$ cat config.mk
export PLATFORM = sky130hd
export DESIGN_NAME = creative_adpcm_decoder_flat
export DESIGN_NICKNAME = d
export VERILOG_FILES = /design/src/design/cad_pkg.sv /design/src/design/cad_in_if.sv /design/src/design/cad_out_if.sv /design/src/design/creative_adpcm_decoder.sv /design/src/flat_wrapper.sv
export SDC_FILE = /design/constraint.sdc
export NUM_CORES = 1
export LEC_CHECK = 0
export BUFFER_PORTS_ARGS = -buffer_cell sky130_fd_sc_hd__buf_2
export CAP_MARGIN = 20
export CORE_ASPECT_RATIO = 2
export CORE_UTILIZATION = 55
export CTS_CLUSTER_SIZE = 14
export DETAILED_ROUTE_END_ITERATION = 8
export GPL_TIMING_DRIVEN = 1
export MAX_ROUTING_LAYER = met4
export PLACE_DENSITY = 0.78
export SYNTH_ARGS = -nofsm -noshare
export SYNTH_HDL_FRONTEND = slang
export SYNTH_SLANG_ARGS = --single-unit
$ cat constraint.sdc
create_clock -name clk -period 6.96 [get_ports clk]
set_input_delay 0.348 -clock clk [delete_from_list [all_inputs] [get_ports clk]]
set_output_delay 0.348 -clock clk [all_outputs]
set_load 0.05 [all_outputs]
$ cat src/design/cad_pkg.sv
`timescale 1ns / 1ps
// ----------------------------------------------------------------------------
// cad_pkg
// Types, codes and per-mode code layout for the ADPCM byte decoder.
// ----------------------------------------------------------------------------
package cad_pkg;

    typedef enum logic [1:0] {
        MODE_4BIT = 2'd0,
        MODE_3BIT = 2'd1,
        MODE_2BIT = 2'd2,
        MODE_RSVD = 2'd3
    } mode_t;

    localparam logic CMD_REF  = 1'b0;
    localparam logic CMD_CODE = 1'b1;

    typedef struct packed {
        logic       sign;
        logic [2:0] mag;
    } code_t;

    // code idx of a packed byte, most significant code first
    function automatic code_t get_code(mode_t mode, logic [1:0] idx, logic [7:0] b);
        code_t c;
        c = '0;
        unique case (mode)
            MODE_3BIT:
            begin
                unique case (idx)
                    2'd0:    c = '{sign: b[7], mag: {1'b0, b[6:5]}};
                    2'd1:    c = '{sign: b[4], mag: {1'b0, b[3:2]}};
                    default: c = '{sign: b[1], mag: {2'b00, b[0]}};
                endcase
            end
            MODE_2BIT:
            begin
                unique case (idx)
                    2'd0:    c = '{sign: b[7], mag: {2'b00, b[6]}};
                    2'd1:    c = '{sign: b[5], mag: {2'b00, b[4]}};
                    2'd2:    c = '{sign: b[3], mag: {2'b00, b[2]}};
                    default: c = '{sign: b[1], mag: {2'b00, b[0]}};
                endcase
            end
            MODE_4BIT, MODE_RSVD:
            begin
                if (idx[0] == 1'b0)
                    c = '{sign: b[7], mag: b[6:4]};
                else
                    c = '{sign: b[3], mag: b[2:0]};
            end
        endcase
        return c;
    endfunction

    function automatic logic [1:0] last_idx(mode_t mode);
        logic [1:0] r;
        unique case (mode)
            MODE_3BIT:            r = 2'd2;
            MODE_2BIT:            r = 2'd3;
            MODE_4BIT, MODE_RSVD: r = 2'd1;
        endcase
        return r;
    endfunction

    function automatic logic [2:0] step_limit(mode_t mode);
        logic [2:0] r;
        unique case (mode)
            MODE_3BIT:            r = 3'd3;
            MODE_2BIT:            r = 3'd1;
            MODE_4BIT, MODE_RSVD: r = 3'd5;
        endcase
        return r;
    endfunction

    function automatic logic [2:0] step_floor(mode_t mode);
        logic [2:0] r;
        unique case (mode)
            MODE_2BIT:                       r = 3'd2;
            MODE_4BIT, MODE_3BIT, MODE_RSVD: r = 3'd0;
        endcase
        return r;
    endfunction

endpackage

$ cat src/design/cad_in_if.sv
`timescale 1ns / 1ps
// ----------------------------------------------------------------------------
// cad_in_if
// Byte request channel: reference or code byte with valid/ready.
// ----------------------------------------------------------------------------
interface cad_in_if;
    logic       valid;
    logic       ready;
    logic       cmd;
    logic [7:0] data_byte;

    modport source (output valid, output cmd, output data_byte, input ready);
    modport sink   (input valid, input cmd, input data_byte, output ready);
endinterface

$ cat src/design/cad_out_if.sv
`timescale 1ns / 1ps
// ----------------------------------------------------------------------------
// cad_out_if
// Sample request channel: decoded sample and last flag with valid/ready.
// ----------------------------------------------------------------------------
interface cad_out_if;
    logic       valid;
    logic       ready;
    logic [7:0] sample;
    logic       last;

    modport source (output valid, output sample, output last, input ready);
    modport sink   (input valid, input sample, input last, output ready);
endinterface

$ cat src/design/creative_adpcm_decoder.sv
`timescale 1ns / 1ps
// ----------------------------------------------------------------------------
// creative_adpcm_decoder
// Decodes 4-bit, 3-bit and 2-bit packed ADPCM bytes into unsigned 8-bit samples.
// ----------------------------------------------------------------------------
//  channel       dir   payload              request
//  byte_chan     in    cmd, data_byte       one reference or code byte
//  sample_chan   out   sample, last         one decoded sample
//  cfg           in    cfg_wr_data[1:0]     code_mode write
//
//  A code byte yields 2, 3 or 4 samples, one per cycle unless the output stalls,
//  from one shared add/saturate/adapt path; the next byte is taken in the cycle
//  of the last code. A reference byte yields no sample.
//  Reset: predictor 128, step 0, mode 0. Output stalls hold the code sequencer.
// ----------------------------------------------------------------------------
module creative_adpcm_decoder
(
    input  logic       clk,
    input  logic       rst_n,
    input  logic       cfg_wr_en,
    input  logic [1:0] cfg_wr_data,
    cad_in_if.sink     byte_chan,
    cad_out_if.source  sample_chan
);
    import cad_pkg::*;

    mode_t             mode_reg;
    logic              busy_reg;
    logic [1:0]        idx_reg;
    logic [7:0]        byte_reg;
    logic [7:0]        pred_reg;
    logic [2:0]        step_reg;
    logic              out_valid_reg;
    logic [7:0]        sample_reg;
    logic              last_reg;

    code_t             code;
    logic              is_last;
    logic              advance;
    logic              accept;
    logic [9:0]        delta;
    logic signed [11:0] sum;
    logic [7:0]        pred_next;
    logic [2:0]        step_next;
    logic [2:0]        floor_m;

    always_comb
    begin
        code    = get_code(mode_reg, idx_reg, byte_reg);
        is_last = (idx_reg == last_idx(mode_reg));
        advance = busy_reg && (!out_valid_reg || sample_chan.ready);
        floor_m = step_floor(mode_reg);
        delta   = 10'(code.mag) << step_reg;
        if (code.sign)
            sum = $signed({4'b0, pred_reg}) - $signed({2'b0, delta});
        else
            sum = $signed({4'b0, pred_reg}) + $signed({2'b0, delta});
        priority if (sum < 0)
            pred_next = 8'd0;
        else if (sum > 12'sd255)
            pred_next = 8'd255;
        else
            pred_next = sum[7:0];
        step_next = step_reg;
        if (code.mag >= step_limit(mode_reg) && step_reg < floor_m + 3'd3)
            step_next = step_reg + 3'd1;
        if (code.mag == 3'd0 && step_reg > floor_m)
            step_next = step_reg - 3'd1;
    end

    assign byte_chan.ready   = !busy_reg || (advance && is_last);
    assign accept            = byte_chan.valid && byte_chan.ready;
    assign sample_chan.valid = out_valid_reg;
    assign sample_chan.sample = sample_reg;
    assign sample_chan.last  = last_reg;

    always_ff @(posedge clk or negedge rst_n)
    begin
        if (!rst_n)
        begin
            mode_reg      <= MODE_4BIT;
            busy_reg      <= 1'b0;
            idx_reg       <= 2'd0;
            pred_reg      <= 8'd128;
            step_reg      <= 3'd0;
            out_valid_reg <= 1'b0;
        end
        else
        begin
            if (cfg_wr_en)
                mode_reg <= mode_t'(cfg_wr_data);

            if (advance)
                out_valid_reg <= 1'b1;
            else if (sample_chan.ready)
                out_valid_reg <= 1'b0;

            if (accept && byte_chan.cmd == CMD_REF)
            begin
                pred_reg <= byte_chan.data_byte;
                step_reg <= floor_m;
            end
            else if (advance)
            begin
                pred_reg <= pred_next;
                step_reg <= step_next;
            end

            if (accept)
            begin
                busy_reg <= (byte_chan.cmd == CMD_CODE);
                idx_reg  <= 2'd0;
            end
            else if (advance)
            begin
                if (is_last)
                    busy_reg <= 1'b0;
                else
                    idx_reg <= idx_reg + 2'd1;
            end
        end
    end

    always_ff @(posedge clk)
    begin
        if (accept)
            byte_reg <= byte_chan.data_byte;
        if (advance)
        begin
            sample_reg <= pred_next;
            last_reg   <= is_last;
        end
    end

    // assertions
    a_step_range: assert property (@(posedge clk) disable iff (!rst_n)
        step_reg <= 3'd5)
        else $error("step out of range");

    a_idx_bound: assert property (@(posedge clk) disable iff (!rst_n)
        busy_reg |-> idx_reg <= last_idx(mode_reg))
        else $error("code index past last code");

    a_stall_hold: assert property (@(posedge clk) disable iff (!rst_n)
        busy_reg && out_valid_reg && !sample_chan.ready |=> $stable(idx_reg))
        else $error("sequencer moved during output stall");

    a_code_busy: assert property (@(posedge clk) disable iff (!rst_n)
        accept && byte_chan.cmd == CMD_CODE |=> busy_reg && idx_reg == 2'd0)
        else $error("code byte not started");

    a_ready_busy: assert property (@(posedge clk) disable iff (!rst_n)
        busy_reg && byte_chan.ready |-> advance && is_last)
        else $error("byte taken while codes remain");

endmodule

$ cat src/flat_wrapper.sv
// flat-port wrapper written by rule: the top's interface ports become plain ports
module creative_adpcm_decoder_flat import cad_pkg::*;
  (clk, rst_n, cfg_wr_en, cfg_wr_data, byte_chan_valid, byte_chan_cmd, byte_chan_data_byte, byte_chan_ready, sample_chan_valid, sample_chan_sample, sample_chan_last, sample_chan_ready);
  cad_in_if byte_chan_i ();
  cad_out_if sample_chan_i ();
  input  logic clk;
  input  logic rst_n;
  input  logic cfg_wr_en;
  input  logic [1:0] cfg_wr_data;
  input wire logic [$bits(byte_chan_i.valid)-1:0] byte_chan_valid;
  input wire logic [$bits(byte_chan_i.cmd)-1:0] byte_chan_cmd;
  input wire logic [$bits(byte_chan_i.data_byte)-1:0] byte_chan_data_byte;
  output wire logic [$bits(byte_chan_i.ready)-1:0] byte_chan_ready;
  output wire logic [$bits(sample_chan_i.valid)-1:0] sample_chan_valid;
  output wire logic [$bits(sample_chan_i.sample)-1:0] sample_chan_sample;
  output wire logic [$bits(sample_chan_i.last)-1:0] sample_chan_last;
  input wire logic [$bits(sample_chan_i.ready)-1:0] sample_chan_ready;
  assign byte_chan_i.valid = byte_chan_valid;
  assign byte_chan_i.cmd = byte_chan_cmd;
  assign byte_chan_i.data_byte = byte_chan_data_byte;
  assign byte_chan_ready = byte_chan_i.ready;
  assign sample_chan_valid = sample_chan_i.valid;
  assign sample_chan_sample = sample_chan_i.sample;
  assign sample_chan_last = sample_chan_i.last;
  assign sample_chan_i.ready = sample_chan_ready;
  creative_adpcm_decoder u_core (.clk(clk), .rst_n(rst_n), .cfg_wr_en(cfg_wr_en), .cfg_wr_data(cfg_wr_data), .byte_chan(byte_chan_i), .sample_chan(sample_chan_i));
endmodule
==> results of run 1 <==
-- through the flow --
step           utilization, %  setup WS [ps]  area, um^2  hold slack, ps
6_report                62.77           2463        3082          -10.57
5_1_grt                 62.77           2225        3082           16.75
4_1_cts                 62.77           2532        3082           6.876
3_5_place_dp            60.40           2553        2965           320.1
3_3_place_gp            60.40           2721        2965           311.5
2_1_floorplan               -           3058        2813           52.41
-- worst max-delay path, delay by kind of cell (launching register included) --
| family | cells | cell delay [ps] |
|---|---|---|
| AO/OA/AOI/OAI | 7 | 1650 |
| XOR/XNOR | 1 | 100 |
| adder cells (fa/ha/maj) | 3 | 880 |
| buffers and inverters | 2 | 240 |
| flip-flops | 1 | 520 |
| AND/OR/NAND/NOR | 4 | 820 |
-- layer usage --
layer  share of wire (%)  GRT usage [%]
met5                   0              -
met1                  34          29.31
met2                  54          53.85
met3                 3.0          5.162
met4                 9.0          25.10
-- synthesized netlist by cell type, drive strengths merged (5+ instances only) --
library cell | number | area (um^2)
ha | 28 | 350.3
o21bai | 5 | 41.29
edfxtp | 17 | 510.5
dfrtp | 16 | 400.4
a31oi | 5 | 31.28
nor2 | 29 | 116.4
nand2b | 11 | 68.82
a221oi | 6 | 58.80
xnor2 | 10 | 87.58
o21ai | 12 | 63.81
nor2b | 8 | 50.05
a211oi | 6 | 50.05
a21oi | 28 | 143.9
buf | 5 | 45.04
nand2 | 17 | 63.81
or3 | 5 | 31.28
mux2i | 9 | 93.84
nor3 | 7 | 35.03
inv | 27 | 101.3
-- worst max-delay path by stage --
stage,startpoint,to,slack [ps]
final,u_core.idx_reg[0]$_DFFE_PN0P_,u_core.sample_chan.sample[4]$_DFFE_PP_,2460
after global routing,u_core.idx_reg[0]$_DFFE_PN0P_,u_core.sample_chan.sample[4]$_DFFE_PP_,2220
after CTS,u_core.idx_reg[0]$_DFFE_PN0P_,u_core.sample_chan.sample[4]$_DFFE_PP_,2530
after detailed placement,u_core.idx_reg[0]$_DFFE_PN0P_,u_core.sample_chan.sample[4]$_DFFE_PP_,2550
after global placement,u_core.idx_reg[0]$_DFFE_PN0P_,u_core.sample_chan.sample[4]$_DFFE_PP_,2720
after floorplan,u_core.idx_reg[0]$_DFFE_PN0P_,u_core.sample_chan.sample[0]$_DFFE_PP_,3060
-- logic make-up after synthesis --
group,synth area share [%]
compound gates,23.04
simple gates,16.68
buf+inv,5.605
flops,33.32
fa+ha+maj,14.59
xor+xnor,3.425
mux,3.336
-- layout make-up --
class	count	share of cell area (%)
clock inverter	1	0.9744
multi-input combinational	229	55.75
sequential	34	30.41
clock buffer	7	2.801
tap	57	2.314
timing repair buffer	27	4.466
inverter	27	3.289
==> out/metrics.yaml, run 1 <==
critical_path:
  critPathRequiredTime_ps: 6970
  r2r_cells: 17
  arrival_ps: 4500
  crit_type: "flop to flop"
  reg2reg_from: "u_core.idx_reg[0]$_DFFE_PN0P_"
  reg2reg_slack_ps: 2460
  r2r_end: "u_core.sample_chan.sample[4]$_DFFE_PP_"
  slowest_stage: "dfrtp_1"
  worst_setup_path_start_kind: "flop"
  critPathMaxFanout: 10
  max_stage_delay_ps: 520
  crit_path_end_kind: "flop"
  crit_path_cell_trace: "inv_1 > ha_1 > a21oi_1 > a221oi_1 > o21ai_2 > nand2b_1 > nor3_1 > ha_1 > inv_1 > fa_1 > o21bai_1 > nand4_1 > a311oi_2 > xnor2_1 > o32a_2 > nor2_4 > a21oi_1"
final_layout:
  layout_common_cells: "nor2_1, ha_1, a21oi_1"
  stdcell_count: 382
  antenna_cells: 0
  area_growth_pct: 9.564
  fill_cells: 431
  seq_area_um2: 937.1
  multi_input_area_um2: 1718
  final_layout_size_suffix_gt1_share_pct: 16.62
  fin_nets: 371
synth:
  netlist_instances: 298
  async_reset_ff_share_pct: 50.00
  ys_ff_latch: 34
  synth_nets: 345
  yosysWarnings: 0
  netlist_area_um2: 2813
  synth.distinct_cells: 62
  synth_edf_count: 17
  ys.flop_type: "edfxtp_1"
  seq_area_frac_synth_pct: 33.32
  syn_avg_cell_area_um2: 9.439
grt:
  grt_pass1_wl_um: 11740
  antenna_found_initial: 0
  grt_pass1_vias: 2486
  grt.total_usage_pct: 31.37
  grt_max_degree: 23
  grt-ovfl-total: 0
clocking:
  numCtsBuffers: 5
  cts_hold_buf: 0
  root_buffer: "clkbuf_8"
  post_cts_resized: 0
  clk_path_buf_depth: 2
  cts_max_level: 2
  clk_pin_slew_ps: 70
  cts_sinks: 34
  clk_latency_ps: 290
  post_cts_buffers: 0
  cts_tree: "built"
route:
  avgRoutedWirePerCell_um: 19.34
  vias: 2363
  wl_um: 7388
  first_iter_violations: 133
  dr.pass1.iters: 4
  route.antenna.remaining_nets: 0
  via_per_inst: 6.186
  drc: 0
sta:
  whs_ps: -10.57
  tns_ps: 0
  hold_violations: 10
  worstMarginPinSlew_ps: 802.4
  maxSlewViolCount: 0
  rsz0062_at_grt: "false"
  finalSetupViolations: 0
  relSlewSlack_pct: 46.45
  finalCriticalPeriod_ps: 4497
  post-route-period-util_pct: 64.61
  skew_ps: 7.280
  fmax_mhz: 222.4
min_path:
  hold_path_class: "input pin to async pin"
die:
  initial_core_util_pct: 57.29
  rows: 36
  floorplan.die_area_um2: 5421
  die_w_um: 52.57
  ios: 27
  coreArea_um2: 4910
  die_h_um: 103.1
place:
  dp_hpwl_um: 5829
  dp_cells: 374
  portBuffers: 26
  place_congestion: 0.9585
status:
  status: "finished with violations"
  violations: "hold timing"
job:
  cap_viol_max_count: 0
Power of run 1 is left out: the tool's default activity adds up to more than one toggle a clock period on the data nets, which glitch-free logic cannot reach.
==> inputs of run 2 (changes only) <==
--- a/config.mk
+++ b/config.mk
@@ -5,6 +5,7 @@
 export SDC_FILE = /design/constraint.sdc
 export NUM_CORES = 1
 export LEC_CHECK = 0
+export ABC_AREA = 1
 export BUFFER_PORTS_ARGS = -buffer_cell sky130_fd_sc_hd__buf_2
 export CAP_MARGIN = 20
 export CORE_ASPECT_RATIO = 2
==> constraint.sdc (replaced) <==
create_clock -name clk -period 4.63 [get_ports clk]
set_input_delay 0.2315 -clock clk [delete_from_list [all_inputs] [get_ports clk]]
set_output_delay 0.2315 -clock clk [all_outputs]
set_load 0.05 [all_outputs]
==> run 2 against run 1 <==
The flow now finishes without violations. Synthesized area increased by 7.4%. Clock skew increased by 2.3 ps. Worst hold slack improved by 130 ps.
==> out/metrics.yaml, run 2 <==
final_layout:
  final_common_cell: "nand2_1"
  final_layout_size_suffix_gt1_share_pct: 13.08
  layout_common_cells: "nand2_1, inv_1, nand3_1"
  fin_nets: 497
  multi_input_area_um2: 1790
  area_growth_pct: 10.10
  fill_cells: 476
  stdcell_area_um2: 3327
  antenna_cells: 0
  seq_area_um2: 937.1
place:
  place_congestion: 0.9540
  dp_hpwl_um: 6556
  placed_area_um2: 3184
  portBuffers: 26
route:
  vias: 2820
  drc: 0
  first_iter_violations: 90
  dr.pass1.iters: 4
  via_per_inst: 5.540
  avgRoutedWirePerCell_um: 15.59
  route.antenna.remaining_nets: 0
  wl_um: 7936
sta:
  finalSetupViolations: 0
  hold_violations: 0
  maxSlewViolCount: 0
  finalCriticalPeriod_ps: 4171
  rsz0062_at_grt: "false"
  skew_ps: 9.575
  worstMarginPinSlew_ps: 757.8
  relSlewSlack_pct: 49.42
  tns_ps: 0
  post-route-period-util_pct: 90.09
  fmax_mhz: 239.8
clocking:
  cts_hold_buf: 1
  post_cts_buffers: 0
  post_cts_resized: 0
  cts_max_level: 2
  cts_sinks: 34
  clk_pin_slew_ps: 80
  clk_path_buf_depth: 2
  root_buffer: "clkbuf_8"
  clk_latency_ps: 300
  numCtsBuffers: 5
  cts_tree: "built"
synth:
  synth_edf_count: 17
  ys_ff_latch: 34
  netlist_area_um2: 3022
  async_reset_ff_share_pct: 50.00
  netlist_instances: 422
  synth_area_leader_cell: "edfxtp_1"
  yosysWarnings: 0
  syn_avg_cell_area_um2: 7.160
  seq_area_frac_synth_pct: 31.01
  synth.distinct_cells: 38
  ys.flop_type: "edfxtp_1"
  synthMostInstantiatedCell: "nand2_1"
  yosysTopAreaCellShare_pct: 16.89
  synth_nets: 469
  synth_area_leaders: "edfxtp_1, nand2_1, dfrtp_1, ha_1, inv_1"
  synthTopCellsByCount: "nand2_1, inv_1, nand3_1, a21oi_1, ha_1"
grt:
  grt_pass1_vias: 2861
  antenna_found_initial: 0
  grt-ovfl-total: 0
  grt.total_usage_pct: 33.06
  grt_max_degree: 19
  grt_pass1_wl_um: 13330
job:
  cap_viol_max_count: 0
status:
  status: "complete, no violations"
critical_path:
  crit_type: "flop to flop"
  critPathRequiredTime_ps: 4770
  arrival_ps: 4310
  crit_path_end_kind: "flop"
  critPathMaxFanout: 10
  worst_setup_path_start_kind: "flop"
die:
  die_h_um: 106.8
  die_w_um: 54.41
  coreArea_um2: 5231
  floorplan.die_area_um2: 5812
  initial_core_util_pct: 57.76
  rows: 37
  ios: 27
min_path:
  hold_path_class: "input pin to flop"
==> run 2: cell count changes after synthesis, moves of 9 or more <==
| cell | change |
|---|---|
| xor2_1 | +9 |
| nand2b_1 | -11 |
| xnor2_1 | -9 |
| nand2_1 | +94 |
| nand3_1 | +39 |
| o21ai_0 | +17 |
| inv_1 | +32 |
==> run 2: metrics by stage <==
stage,utilization [%],instances,hold slack [ps],setup slack [ps]
floorplan,-,422,-64.09,1161
global placement,60.87,500,178.0,641.7
detailed placement,60.87,500,176.3,551.7
CTS,63.60,509,118.6,532.2
global route,63.60,509,122.8,144.1
finish,63.60,509,124.0,459.1
==> run 2: area by class of cell <==
type                            count  share of cell area [%]
Timing Repair Buffer               27                   4.212
Tap cell                           58                   2.181
Clock buffer                        6                   2.821
Multi-Input combinational cell    315                   53.82
Sequential cell                    34                   28.17
Clock inverter                      2                   1.166
Inverter                           67                   7.634
==> run 2: metal layers <==
metal | GRT usage (%) | wire (um)
met2 | 57.67 | 4562
met1 | 30.89 | 2796
met3 | 4.965 | 151
met4 | 21.98 | 426
met5 | - | 0
==> run 2: cells by family after synthesis <==
kind of cell / count (synthesis) / share of synthesized area [%]
compound gates: 65 / 11.72
buf+inv: 73 / 9.731
simple gates: 208 / 30.77
xor+xnor: 11 / 3.188
fa+ha+maj: 31 / 13.58
flops: 34 / 31.01
==> run 2: worst max-delay path, cell delays in order (launching register included) <==
cell,delay (ps)
dfrtp_1,550
inv_4,90
ha_1,260
or2_0,230
o211ai_1,170
nand2_1,120
o21ai_0,230
o21ai_0,150
nor2_1,170
inv_1,60
ha_1,360
nand2_1,100
nand2_1,70
nor2_1,260
nor2_1,90
nor2_1,260
nor2_2,110
a21oi_4,270
nor2_2,150
nand2_2,110
nor2_4,50
a21oi_1,160
==> run 2: final timing paths <==
path                                                          end  slack, ps                            startpoint  cells past startpoint
max reg2reg                u_core.sample_chan.sample[0]$_DFFE_PP_        460         u_core.idx_reg[0]$_DFFE_PN0P_                     21
min in group asynchronous          u_core.pred_reg[3]$_DFFE_PN0P_        390                                 rst_n                      2
min reg2reg                  u_core.sample_chan.valid$_DFFE_PN0P_        530  u_core.sample_chan.valid$_DFFE_PN0P_                      2
max                        u_core.sample_chan.sample[0]$_DFFE_PP_        460         u_core.idx_reg[0]$_DFFE_PN0P_                     21
max in group asynchronous          u_core.pred_reg[7]$_DFFE_PN1P_       3930                                 rst_n                      2
min                                  u_core.byte_reg[2]$_DFFE_PP_        120                byte_chan_data_byte[2]                      1
Power of run 2 is left out for the same reason.
==> inputs of run 3 (changes only) <==
--- a/config.mk
+++ b/config.mk
@@ -8,13 +8,13 @@
 export ABC_AREA = 1
 export BUFFER_PORTS_ARGS = -buffer_cell sky130_fd_sc_hd__buf_2
 export CAP_MARGIN = 20
-export CORE_ASPECT_RATIO = 2
+export CORE_ASPECT_RATIO = 1.5
 export CORE_UTILIZATION = 55
 export CTS_CLUSTER_SIZE = 14
 export DETAILED_ROUTE_END_ITERATION = 8
 export GPL_TIMING_DRIVEN = 1
 export MAX_ROUTING_LAYER = met4
-export PLACE_DENSITY = 0.78
+export PLACE_DENSITY = 0.75
 export SYNTH_ARGS = -nofsm -noshare
 export SYNTH_HDL_FRONTEND = slang
 export SYNTH_SLANG_ARGS = --single-unit
==> run 3 against run 2 <==
Global-route usage down 3.5 points. Flip-flop and latch count unchanged. Final cell count grew 2.2%. Sequential share of layout area grew 0.19 points. Final area decreased by 0.68%. Critical path depth is 2 higher. Via count decreased by 1.6%. Die area decreased by 0.20%. Clock-buffer cell count stayed put. Critical endpoint is now u_core.sample_chan.sample[6]$_DFFE_PP_.
==> out/metrics.yaml, run 3 (synthesized netlist as in run 2, its figures left out) <==
final_layout:
  antenna_cells: 0
  final_layout_size_suffix_gt1_share_pct: 12.83
  layout_common_cells: "nand2_1, inv_1, nand3_1"
  stdcell_area_um2: 3304
  area_growth_pct: 9.358
  fin_nets: 498
  fill_cells: 514
  final_common_cell: "nand2_1"
sta:
  fmax_mhz: 238.5
  whs_ps: 141.1
  post-route-period-util_pct: 90.56
  worstMarginPinSlew_ps: 520.5
  relSlewSlack_pct: 65.26
  rsz0062_at_grt: "false"
  skew_ps: 4.823
  hold_violations: 0
  finalSetupViolations: 0
  finalCriticalPeriod_ps: 4193
  maxSlewViolCount: 0
  tns_ps: 0
clocking:
  cts_max_level: 2
  clk_latency_ps: 280
  cts_tree: "built"
  numCtsBuffers: 5
  clk_path_buf_depth: 2
  clk_pin_slew_ps: 70
  root_buffer: "clkbuf_8"
  post_cts_buffers: 0
  cts_sinks: 34
place:
  placed_area_um2: 3204
  portBuffers: 26
  place_congestion: 0.9665
  dp_hpwl_um: 6281
critical_path:
  critPathRequiredTime_ps: 4650
  crit_path_end_kind: "flop"
  slowest_stage: "dfrtp_1"
  path_buf_inv: 3
  critPathTopFamily: "simple AND/OR/NAND/NOR gates"
  crit_type: "flop to flop"
  crit_top_cell: "nand2_1"
  arrival_ps: 4210
  worst_setup_path_start_kind: "flop"
  max_stage_delay_ps: 550
  critPathMaxFanout: 10
  crit_path_cell_trace: "inv_4 > ha_1 > a21oi_1 > nand3_1 > nand2_1 > nand3_1 > nand2_1 > o21ai_0 > nand2_1 > inv_1 > o21ai_1 > inv_1 > ha_1 > o21ai_0 > nand2_1 > nand2_1 > nor2_1 > nor2_2 > a21oi_4 > nor2_2 > nand2_2 > nor2_4 > a21oi_1"
route:
  wl_met2_um: 4071
  wl_met1_um: 3118
  drc: 0
  first_iter_violations: 139
  highest_layer: "met4"
  via_per_inst: 5.338
  wl_met3_um: 198
  dr.pass1.iters: 4
  route.antenna.remaining_nets: 0
  wl_um: 7735
  avgRoutedWirePerCell_um: 14.88
  vias: 2776
grt:
  grt_pass1_wl_um: 12960
  grt-ovfl-total: 0
  grt_max_degree: 19
  antenna_found_initial: 0
  grt.total_usage_pct: 29.60
  grt_pass1_vias: 2806
die:
  rows: 32
  ios: 27
  die_h_um: 92.78
  coreArea_um2: 5205
  floorplan.die_area_um2: 5801
  die_w_um: 62.52
  initial_core_util_pct: 58.05
job:
  cap_viol_max_count: 0
min_path:
  hold_path_class: "input pin to flop"
status:
  status: "complete, no violations"
-- run 3: cell count changes in the layout (fill, tap and decap cells not counted), sizes merged --
cell,delta
buf,+1
bufinv,-1
clkinv,+1
-- run 3: what timing repair did --
| item | CTS | global route |
|---|---|---|
| resized for setup | 0 | 1 |
| hold buffers | 1 | 0 |
| hold endpoints to repair | 16 | 0 |
| setup endpoints to repair | 0 | 7 |
-- run 3: metrics by stage --
| step | utilization, % | std cells | setup slack [ps] |
|---|---|---|---|
| 4_1_cts | 63.49 | 520 | 457.0 |
| 6_report | 63.49 | 520 | 436.9 |
| 5_1_grt | 63.49 | 520 | 110.4 |
| 3_3_place_gp | 61.56 | 511 | 551.3 |
| 3_5_place_dp | 61.56 | 511 | 481.2 |
| 2_1_floorplan | - | 422 | 1161 |
-- run 3: final timing paths --
check	from	endpoint	slack (ps)	cells past startpoint
max	u_core.idx_reg[0]$_DFFE_PN0P_	u_core.sample_chan.sample[6]$_DFFE_PP_	440	23
min	byte_chan_data_byte[7]	u_core.byte_reg[7]$_DFFE_PP_	140	1
max reg2reg	u_core.idx_reg[0]$_DFFE_PN0P_	u_core.sample_chan.sample[6]$_DFFE_PP_	440	23
min reg2reg	u_core.sample_chan.valid$_DFFE_PN0P_	u_core.sample_chan.valid$_DFFE_PN0P_	520	2
max in group asynchronous	rst_n	u_core.pred_reg[7]$_DFFE_PN1P_	3890	2
min in group asynchronous	rst_n	u_core.busy_reg$_DFFE_PN0P_	420	2
-- run 3: layer usage --
metal,global-route usage [%],up-vias
met5,-,-
met4,15.89,0
met3,3.571,21
met2,54.26,63
met1,30.37,1268
li1,-,1424
-- run 3: area by class of cell --
| class | count | area (um^2) | area share [%] |
|---|---|---|---|
| clock buffers | 6 | 82.58 | 2.499 |
| clock inverters | 2 | 7.507 | 0.2272 |
| inverters | 67 | 254.0 | 7.686 |
| multi-input cells | 315 | 1790 | 54.18 |
| flip-flops and latches | 34 | 937.1 | 28.36 |
| well taps | 68 | 85.08 | 2.575 |
| repair buffers | 28 | 147.6 | 4.468 |
-- run 3: worst register-to-register path, stage by stage, from the launching register on --
cell and delay, ps:
dfrtp_1 550, inv_4 90, ha_1 220, a21oi_1 160
nand3_1 100, nand2_1 70, nand3_1 60, nand2_1 140
o21ai_0 120, nand2_1 90, inv_1 40, o21ai_1 240
inv_1 80, ha_1 370, o21ai_0 360, nand2_1 90
nand2_1 110, nor2_1 80, nor2_2 150, a21oi_4 110
nor2_2 320, nand2_2 110, nor2_4 180, a21oi_1 100
Power of run 3 is left out for the same reason.
